## src/rtl/core/tmx_pkg.sv

```systemverilog
// Shared types and constants of the tape machine IR executor.
// Used by the channel interfaces and all modules under rtl/core.
package tmx_pkg;

	localparam int unsigned OFS_W  = 16;
	localparam int unsigned BYTE_W = 8;
	localparam int unsigned OPC_W  = 4;

	typedef enum logic [OPC_W-1:0] {
		OP_ADD = 4'd0,
		OP_MOV = 4'd1,
		OP_CPY = 4'd2,
		OP_MUL = 4'd3,
		OP_CLR = 4'd4,
		OP_IN  = 4'd5,
		OP_OUT = 4'd6,
		OP_JNZ = 4'd7,
		OP_JMP = 4'd8
	} op_t;

endpackage

```

## src/rtl/core/tmx_ofs_mod.sv

```systemverilog
// Two-stage reduction of a signed 16-bit offset modulo TAPE_SIZE.
// Reciprocal multiply, then remainder and bias fix. Depends on tmx_pkg.
module tmx_ofs_mod import tmx_pkg::*; #(
	parameter int unsigned TAPE_SIZE = 32768
) (
	input  logic                         clk,
	input  logic                         en,
	input  logic signed [OFS_W-1:0]      ofs,
	output logic [$clog2(TAPE_SIZE)-1:0] rem
);

	localparam int unsigned AW    = $clog2(TAPE_SIZE);
	localparam int unsigned SHIFT = OFS_W + AW;
	localparam int unsigned MW    = OFS_W + 1;
	localparam int unsigned PW    = OFS_W + MW;
	localparam int unsigned RW    = ((AW > OFS_W) ? AW : OFS_W) + 1;
	localparam logic [63:0] MULT_L = ((64'd1 << SHIFT) + 64'(TAPE_SIZE) - 64'd1)
		/ 64'(TAPE_SIZE);
	localparam logic [MW-1:0] MULT = MULT_L[MW-1:0];
	// offset is biased by 2^15 to make it unsigned; this undoes it afterwards
	localparam logic [63:0] BIAS_L = (64'd1 << (OFS_W - 1)) % 64'(TAPE_SIZE);
	localparam logic [RW-1:0] BIAS = RW'(BIAS_L);
	localparam logic [RW-1:0] SIZE_R = RW'(TAPE_SIZE);

	logic [OFS_W-1:0] ux;
	logic [OFS_W-1:0] ux_s1;
	logic [PW-1:0]    prod_s1;
	logic [OFS_W-1:0] quo;
	logic [OFS_W-1:0] rem16;
	logic [RW-1:0]    rw;
	logic [RW-1:0]    adj;
	logic [AW-1:0]    rem_s2;

	assign ux = {~ofs[OFS_W-1], ofs[OFS_W-2:0]};

	always_ff @(posedge clk) begin
		if (en) begin
			ux_s1   <= ux;
			prod_s1 <= PW'(ux) * PW'(MULT);
		end
	end

	// quotient is exact for any 16-bit value with this multiplier and shift
	always_comb begin
		quo   = OFS_W'(prod_s1 >> SHIFT);
		rem16 = ux_s1 - OFS_W'(32'(quo) * TAPE_SIZE);
		rw    = RW'(rem16);
		if (rw >= BIAS) begin
			adj = rw - BIAS;
		end else begin
			adj = rw + SIZE_R - BIAS;
		end
	end

	always_ff @(posedge clk) begin
		if (en) begin
			rem_s2 <= adj[AW-1:0];
		end
	end

	assign rem = rem_s2;

endmodule

```

## config.mk

```make
export PLATFORM = sky130hd
export DESIGN_NAME = tmx_ofs_mod
export DESIGN_NICKNAME = d
export VERILOG_FILES = /design/src/rtl/core/tmx_pkg.sv /design/src/rtl/core/tmx_ofs_mod.sv
export SDC_FILE = /design/constraint.sdc
export NUM_CORES = 1
export LEC_CHECK = 0
export ABC_AREA = 1
export ABC_CLOCK_PERIOD_IN_PS = 1800
export BUFFER_PORTS_ARGS = -buffer_cell sky130_fd_sc_hd__buf_2
export CORE_ASPECT_RATIO = 1.25
export CORE_UTILIZATION = 49
export DETAILED_ROUTE_END_ITERATION = 7
export GPL_ROUTABILITY_DRIVEN = 0
export PLACE_DENSITY = 0.79
export SYNTH_ARGS = -nofsm -noshare
export SYNTH_HDL_FRONTEND = slang
export SYNTH_SLANG_ARGS = --single-unit
```

## constraint.sdc

```tcl
create_clock -name clk -period 1.8 [get_ports clk]
set_input_delay 0.36 -clock clk [delete_from_list [all_inputs] [get_ports clk]]
set_output_delay 0.36 -clock clk [all_outputs]
set_load 0.005 [all_outputs]
```

==> results.json, run 1 <==
{
  "status": "finished clean",
  "vdd_drop_max_mv": 0.729,
  "initial_utilization_pct": 54.9,
  "cp-end-kind": "output port",
  "start_kind": "flip-flop",
  "synth.avg_cell_area_um2": 30.0,
  "multi_input_gates": 0,
  "slew_viol_final": 0,
  "antenna_found_initial": 0,
  "synth_top_flop_cell": "edfxtp_1",
  "drv_cap": 0,
  "drt_pass1_iterations": 4,
  "fin_skew_ns": 0.00940,
  "cts_tree": "built",
  "yosysMostFrequentCell": "edfxtp_1",
  "dpl_cell_area_um2": 1080,
  "hold_ws_ns": 0.221,
  "worst_path_max_delay_cell": "edfxtp_1",
  "cts_buffers": 5,
  "critical-path-max-stage-delay_ns": 0.37,
  "cts_sinks": 30,
  "synthTopCellsByCount": "30 x edfxtp_1",
  "hold_buffers": 0,
  "seq_area_frac_synth_pct": 100,
  "cts_resized": 0,
  "clock_path_buffers": 2,
  "min_path_type": "in2reg",
  "design_area_um2": 1130,
  "power_mw": 1.23,
  "dieArea_um2": 2020,
  "rows": 16,
  "core_um2": 1640,
  "syn_to_final_growth_pct": 25.3,
  "worstSkewPairLatency_ns": 0.31,
  "synth_edf_count": 30,
  "grt_pass1_vias": 429,
  "rsz0062_at_grt": "false",
  "synth-async-reset-ratio_pct": 0,
  "clk_pin_slew_ns": 0.09,
  "worst-path-buf-inv": 1,
  "port_buffers": 31,
  "via_per_inst": 4.77,
  "die_w_um": 40.4,
  "fmaxAchievable_ghz": 0.849,
  "post-route-min-period_ns": 1.18,
  "cts_setup_buffers": 0,
  "syn_nets": 48,
  "ys_types": 1,
  "fill_cells": 117,
  "grt_max_degree": 31,
  "synth_cells": 30,
  "netlist_area_um2": 901,
  "regArea_um2": 901,
  "critPathTopFamily": "flip-flops",
  "grt_overflow": 0,
  "crit_type": "reg2out",
  "routed_wl_mm": 1.18,
  "finalSetupViolations": 0,
  "cp_data_arrival_time_ns": 0.82,
  "wire_per_inst_um": 13.5,
  "antenna_cells": 0,
  "synth_top_area_share_pct": 100,
  "fin_crit_sh_pct": 65.4,
  "drt-initial-drc-count": 6,
  "p_per_area_nw_per_um2": 1090,
  "grt_pass1_wl_mm": 1.76,
  "htreeDepth": 2,
  "cp_cell_sequence": "buf_2",
  "globalRouteTotalUtil_pct": 15.1,
  "worstMarginPinSlew_ns": 0.616,
  "ant_nets": 0,
  "drc_errors": 0,
  "ys_top_cells_by_area": "edfxtp_1 100%",
  "synth_top_area_cell": "edfxtp_1",
  "slew_headroom_pct": 59.0,
  "cp_max_fo": 1,
  "ios": 33,
  "vias": 415,
  "hold_viol_final": 0,
  "finalNetCount": 86,
  "finalSetupTns_ns": 0,
  "multiInputGateArea_um2": 0,
  "final_layout_size_suffix_gt1_share_pct": 53.6,
  "dp_cells": 79,
  "cts_root_buffer": "clkbuf_4",
  "yosysWarningCount": 0,
  "die_h_um": 49.9,
  "instances_no_fill": 87,
  "p_leak_nw": 0.445,
  "ys_ff_latch": 30,
  "critPathRequiredTime_ns": 1.44
}
## path summary, 6_finish.rpt
kind | start | end | slack, ns | cells after the start
worst max-delay path | rem[14] | rem[14] | 0.62 | 1
worst max register to register | prod_s1[21] | rem[5] | 1.17 | 0
worst min-delay path | ofs[9] | prod_s1[25] | 0.22 | 1
worst min register to register | prod_s1[30] | rem[14] | 0.41 | 0
## layout by cell type, fill, tap and decap left out
master	Yosys	layout
clkinv_1	0	1
buf_2	0	31
clkbuf_1	0	1
clkbuf_4	0	5
edfxtp_1	30	30
clkinv_2	0	1
## layout make-up
cell class / count / area share [%]
tap: 18 / 2.00
clock buffer: 6 / 3.66
sequential: 30 / 79.8
clock inverter: 2 / 0.776
timing repair buffer: 31 / 13.7
## routing by layer
layer / track usage, % / vias up / wire length, µm
li1: - / 197 / -
met1: 12.2 / 194 / 408
met2: 24.3 / 22 / 667
met3: 10.8 / 2 / 86
met4: 8.33 / 0 / 12
met5: 0 / - / 0
## sequential cells by signal, indices dropped and copies added, names as in the netlist
| signal | count |
|---|---|
| prod_s1 | 15 |
| rem | 15 |
## through the flow
stage / utilization, % / setup slack (ns)
6_report: 68.8 / 0.622
3_5_place_dp: 65.7 / 0.554
4_1_cts: 68.8 / 0.599
2_1_floorplan: - / 1.08
5_1_grt: 68.8 / 0.554
3_3_place_gp: 65.7 / 0.582
## cell families (layout without fill, tap and decap cells)
logic type             after synthesis  count (layout)  synth area share [%]
flip-flops                          30              30                   100
buffers and inverters                0              39                     0
## where the power goes
group / switching, mW / internal [mW]
combinational: 0.0264 / 0.0258
sequential: 0.0117 / 0.828
clock: 0.194 / 0.146
total: 0.232 / 1.00
Note: power is estimated with default switching activity, not from simulation.
==> run 2, diff against run 1 <==
Settings changed: ABC_CLOCK_PERIOD_IN_PS 1800 to 1000, CORE_UTILIZATION 49 to 41, PLACE_DENSITY 0.79 to 0.71.
Clock period 1.8 ns to 1 ns, I/O delays scaled along.
==> run 2 against run 1 <==
The run now ends with design-rule violations, negative setup slack left; sequential power up 80%; critical path type unchanged; clock power up 89%; highest routed layer unchanged; first-iteration DRC count up 50%; largest cell class unchanged.
==> results.json, run 2 (synthesized netlist as in run 1, its figures left out) <==
{
  "status": "complete, but fails checks",
  "violations": "design-rule violations, negative setup slack",
  "ant_nets": 0,
  "dieArea_um2": 2390,
  "initial_utilization_pct": 44.4,
  "worst_path_max_delay_cell": "edfxtp_1",
  "critPathRequiredTime_ns": 0.80,
  "port_buffers": 31,
  "crit_end": "rem[0]",
  "vdd_drop_max_mv": 1.26,
  "htreeDepth": 2,
  "critPathTopFamily": "flip-flops",
  "die_h_um": 54.4,
  "drt_pass1_iterations": 8,
  "ios": 33,
  "crit_start": "rem[0]",
  "cts_setup_buffers": 0,
  "mostFrequentLayoutCell": "buf_2",
  "min_path_type": "in2reg",
  "cts_tree": "built",
  "worstSkewPairLatency_ns": 0.32,
  "syn_to_final_growth_pct": 27.8,
  "fin_util_pct": 56.8,
  "die_w_um": 43.9,
  "grt_pass1_wl_mm": 1.67,
  "finalSetupViolations": 14,
  "fin_skew_ns": 0.00461,
  "critical-path-max-stage-delay_ns": 0.38,
  "p_per_area_nw_per_um2": 1960,
  "cp_max_fo": 1,
  "setup_ws_ns": -0.0248,
  "multiInputGateArea_um2": 0,
  "r2r_start": "prod_s1[17]",
  "dp_cells": 82,
  "reg2regPathDepth": 0,
  "post-route-min-period_ns": 1.02,
  "drc_errors": 2,
  "hold_buffers": 0,
  "r2r-end": "rem[1]",
  "globalRouteTotalUtil_pct": 11.7,
  "p_leak_nw": 0.455,
  "dp_slack_ns": 0.194,
  "cp-end-kind": "output port",
  "finalSetupTns_ns": -0.157,
  "grt_pass1_vias": 398,
  "drt-initial-drc-count": 9,
  "grt_overflow": 0,
  "rows": 18,
  "clk_pin_slew_ns": 0.09,
  "start_kind": "flip-flop",
  "worstMarginPinSlew_ns": 0.155,
  "cp.depth": 1,
  "antenna_found_initial": 0,
  "final_layout_size_suffix_gt1_share_pct": 54.3,
  "cts_sinks": 30,
  "instances_no_fill": 90,
  "clock_path_buffers": 2,
  "routed_wl_mm": 1.10,
  "design_area_um2": 1150,
  "worst-path-buf-inv": 1,
  "fin_crit_sh_pct": 102,
  "hold_viol_final": 0,
  "cp_cell_sequence": "buf_2",
  "final_cell_mix": "31 x buf_2, 30 x edfxtp_1, 5 x clkbuf_4",
  "finalNetCount": 87,
  "dpl_cell_area_um2": 1100,
  "via_per_inst": 4.67,
  "antenna_cells": 0,
  "cp_data_arrival_time_ns": 0.82,
  "slew_viol_final": 0,
  "core_um2": 2030,
  "fmaxAchievable_ghz": 0.976,
  "drv_cap": 0,
  "vias": 420,
  "grt_max_degree": 31,
  "wire_per_inst_um": 12.2,
  "crit_type": "reg2out",
  "rrSetupSlack_ns": 0.37,
  "cts_buffers": 5,
  "rsz0062_at_grt": "true",
  "slew_headroom_pct": 89.7,
  "cts_root_buffer": "clkbuf_4",
  "multi_input_gates": 0
}
[run 2: changes by cell type in the layout (fill, tap and decap cells not counted), sizes merged]
cell  previous run  this run
buf             31        32
[run 2: final cells by class]
| type | count | area (µm²) |
|---|---|---|
| Tap cell | 20 | 25.0 |
| Sequential cell | 30 | 901 |
| Fill cell | 166 | 876 |
| Timing Repair Buffer | 32 | 175 |
| Clock inverter | 2 | 8.76 |
| Clock buffer | 6 | 41.3 |
[run 2: metrics by stage]
step,hold WS [ns],power (mW)
2_1_floorplan,0.299,1.54
3_3_place_gp,0.378,1.64
3_5_place_dp,0.378,1.64
4_1_cts,0.0311,2.29
5_1_grt,0.0197,2.36
6_report,0.0501,2.25
[run 2: layer usage]
layer / vias up / part of all wire (%) / global-route usage [%]
li1: 200 / - / -
met1: 190 / 34 / 8.90
met2: 27 / 50 / 18.4
met3: 3 / 14 / 10.9
met4: 0 / 2.5 / 7.58
met5: - / 0 / 0
[run 2: repair_timing]
item	in CTS	in global routing
resized for setup	0	0
endpoints found under the setup margin	15	15
endpoints found under the hold margin	0	0
[run 2: report_power, final]
part | total [mW] | switching (mW) | internal [mW]
clock | 0.641 | 0.377 | 0.263
sequential | 1.51 | 0.0192 | 1.49
combinational | 0.103 | 0.0482 | 0.0544
total | 2.25 | 0.445 | 1.81
[run 2: worst min path at each step]
stage          slack (ns)  depth (start not counted)           to  startpoint
4_1_cts              0.03                          1  prod_s1[18]      ofs[2]
6_report             0.05                          1  prod_s1[18]      ofs[2]
2_1_floorplan        0.30                          0  prod_s1[16]      ofs[0]
3_5_place_dp         0.38                          1  prod_s1[26]     ofs[10]
5_1_grt              0.02                          1  prod_s1[18]      ofs[2]
3_3_place_gp         0.38                          1  prod_s1[20]      ofs[4]
==> run 3, diff against run 2 <==
Settings changed: RECOVER_POWER from default to 100.
==> run 3 against run 2 <==
The run still ends with design-rule violations, negative setup slack left; sequential cell count did not move; clock-buffer cell count did not move; clock power barely moved; wire length rose by 1.9%; combinational power fell by 8%; critical endpoint unchanged; critical path type unchanged; largest cell class unchanged.
==> results.json, run 3 (synthesized netlist as in run 1, its figures left out) <==
{
  "routed_wl_mm": 1.12,
  "rows": 18,
  "cp_max_fo": 1,
  "vias": 420,
  "final_layout_size_suffix_gt1_share_pct": 54.3,
  "worstMarginPinSlew_ns": 0.698,
  "post-route-min-period_ns": 1.03,
  "grt_overflow": 0,
  "cp_data_arrival_time_ns": 0.83,
  "critPathRequiredTime_ns": 0.80,
  "hold_ws_ns": 0.0507,
  "mostFrequentLayoutCell": "buf_2",
  "fmaxAchievable_ghz": 0.974,
  "p_leak_nw": 0.449,
  "comb_power_share_pct": 4.2,
  "power_mw": 2.25,
  "min_path_type": "in2reg",
  "drv_cap": 0,
  "syn_to_final_growth_pct": 26.1,
  "initial_utilization_pct": 44.4,
  "p_per_area_nw_per_um2": 1980,
  "dpl_cell_area_um2": 1100,
  "worst_path_max_delay_cell": "edfxtp_1",
  "die_h_um": 54.4,
  "cts_setup_buffers": 0,
  "fill_cells": 167,
  "violations": "design-rule violations, negative setup slack",
  "multi_input_gates": 0,
  "core_um2": 2030,
  "port_buffers": 31,
  "finalSetupViolations": 14,
  "die_w_um": 43.9,
  "design_area_um2": 1140,
  "rsz0062_at_grt": "true",
  "switching_share_pct": 19.9,
  "clockPowerShare_pct": 28.6,
  "hold_buffers": 0,
  "antenna_cells": 0,
  "globalRouteTotalUtil_pct": 11.7,
  "worstSkewPairLatency_ns": 0.32,
  "crit_type": "reg2out",
  "multiInputGateArea_um2": 0,
  "status": "complete, but fails checks",
  "grt_max_degree": 31,
  "drt-initial-drc-count": 10,
  "fin_skew_ns": 0.00408,
  "fin_crit_sh_pct": 103,
  "slew_viol_final": 0,
  "cts_buffers": 5,
  "ant_nets": 0,
  "slew_headroom_pct": 53.5,
  "critical-path-max-stage-delay_ns": 0.38,
  "clk_pin_slew_ns": 0.09,
  "cp-end-kind": "output port",
  "critPathTopFamily": "flip-flops",
  "finalSetupTns_ns": -0.169,
  "cts_tree": "built",
  "htreeDepth": 2,
  "drc_errors": 3,
  "cp_cell_sequence": "buf_2",
  "hold_viol_final": 0,
  "switching_power_mw": 0.447,
  "antenna_found_initial": 0,
  "via_per_inst": 4.67,
  "p_int_mw": 1.80,
  "drt_pass1_iterations": 6,
  "setup_ws_ns": -0.0265,
  "start_kind": "flip-flop",
  "ios": 33,
  "cts_root_buffer": "clkbuf_4",
  "wire_per_inst_um": 12.5,
  "grt_pass1_wl_mm": 1.67,
  "cts_resized": 0,
  "final_cell_mix": "31 x buf_2, 30 x edfxtp_1, 5 x clkbuf_4",
  "power_frac_seq_pct": 67.1,
  "worst-path-buf-inv": 1,
  "clock_path_buffers": 2,
  "cts_sinks": 30,
  "dieArea_um2": 2390,
  "grt_pass1_vias": 398,
  "finalNetCount": 87,
  "vdd_drop_max_mv": 1.26
}
-- run 3: cell types whose count changed in the layout (fill, tap and decap cells not counted), sizes merged --
cell	previous run	this run
clkbuf	6	7
buf	32	31
-- run 3: area by class of cell --
cell class | instances | area (µm²) | share of cell area [%]
clock buffers | 6 | 41.3 | 3.63
clock inverters | 2 | 8.76 | 0.771
flip-flops and latches | 30 | 901 | 79.3
well taps | 20 | 25.0 | 2.20
repair buffers | 32 | 160 | 14.1
-- run 3: final timing paths --
check | slack (ns) | start | cells after the start | end
setup / recovery | -0.03 | rem[0] | 1 | rem[0]
hold reg to reg | 0.42 | prod_s1[29] | 0 | rem[13]
setup reg to reg | 0.37 | prod_s1[17] | 0 | rem[1]
hold / removal | 0.05 | ofs[2] | 1 | prod_s1[18]
-- run 3: metrics by stage --
stage | std cells | setup WS (ns) | utilization (%)
after global placement | 82 | 0.202 | 54.3
after floorplan | 30 | 0.411 | -
after global routing | 90 | -0.0857 | 56.0
after CTS | 90 | -0.0603 | 56.8
after detailed placement | 82 | 0.194 | 54.3
final | 90 | -0.0265 | 56.0
-- run 3: power groups by stage --
stage / Clock (mW) / Sequential [mW] / Combinational, mW
3_5_place_dp: 0 / 1.54 / 0.105
4_1_cts: 0.677 / 1.51 / 0.105
3_3_place_gp: 0 / 1.53 / 0.102
6_report: 0.644 / 1.51 / 0.0951
2_1_floorplan: 0 / 1.54 / 0
5_1_grt: 0.732 / 1.52 / 0.107
-- run 3: layer usage --
layer	track usage, %	vias up	wire [µm]
met5	0	-	0
met4	7.58	0	19
met3	10.9	2	148
met2	18.4	26	582
met1	8.90	193	372
li1	-	199	-
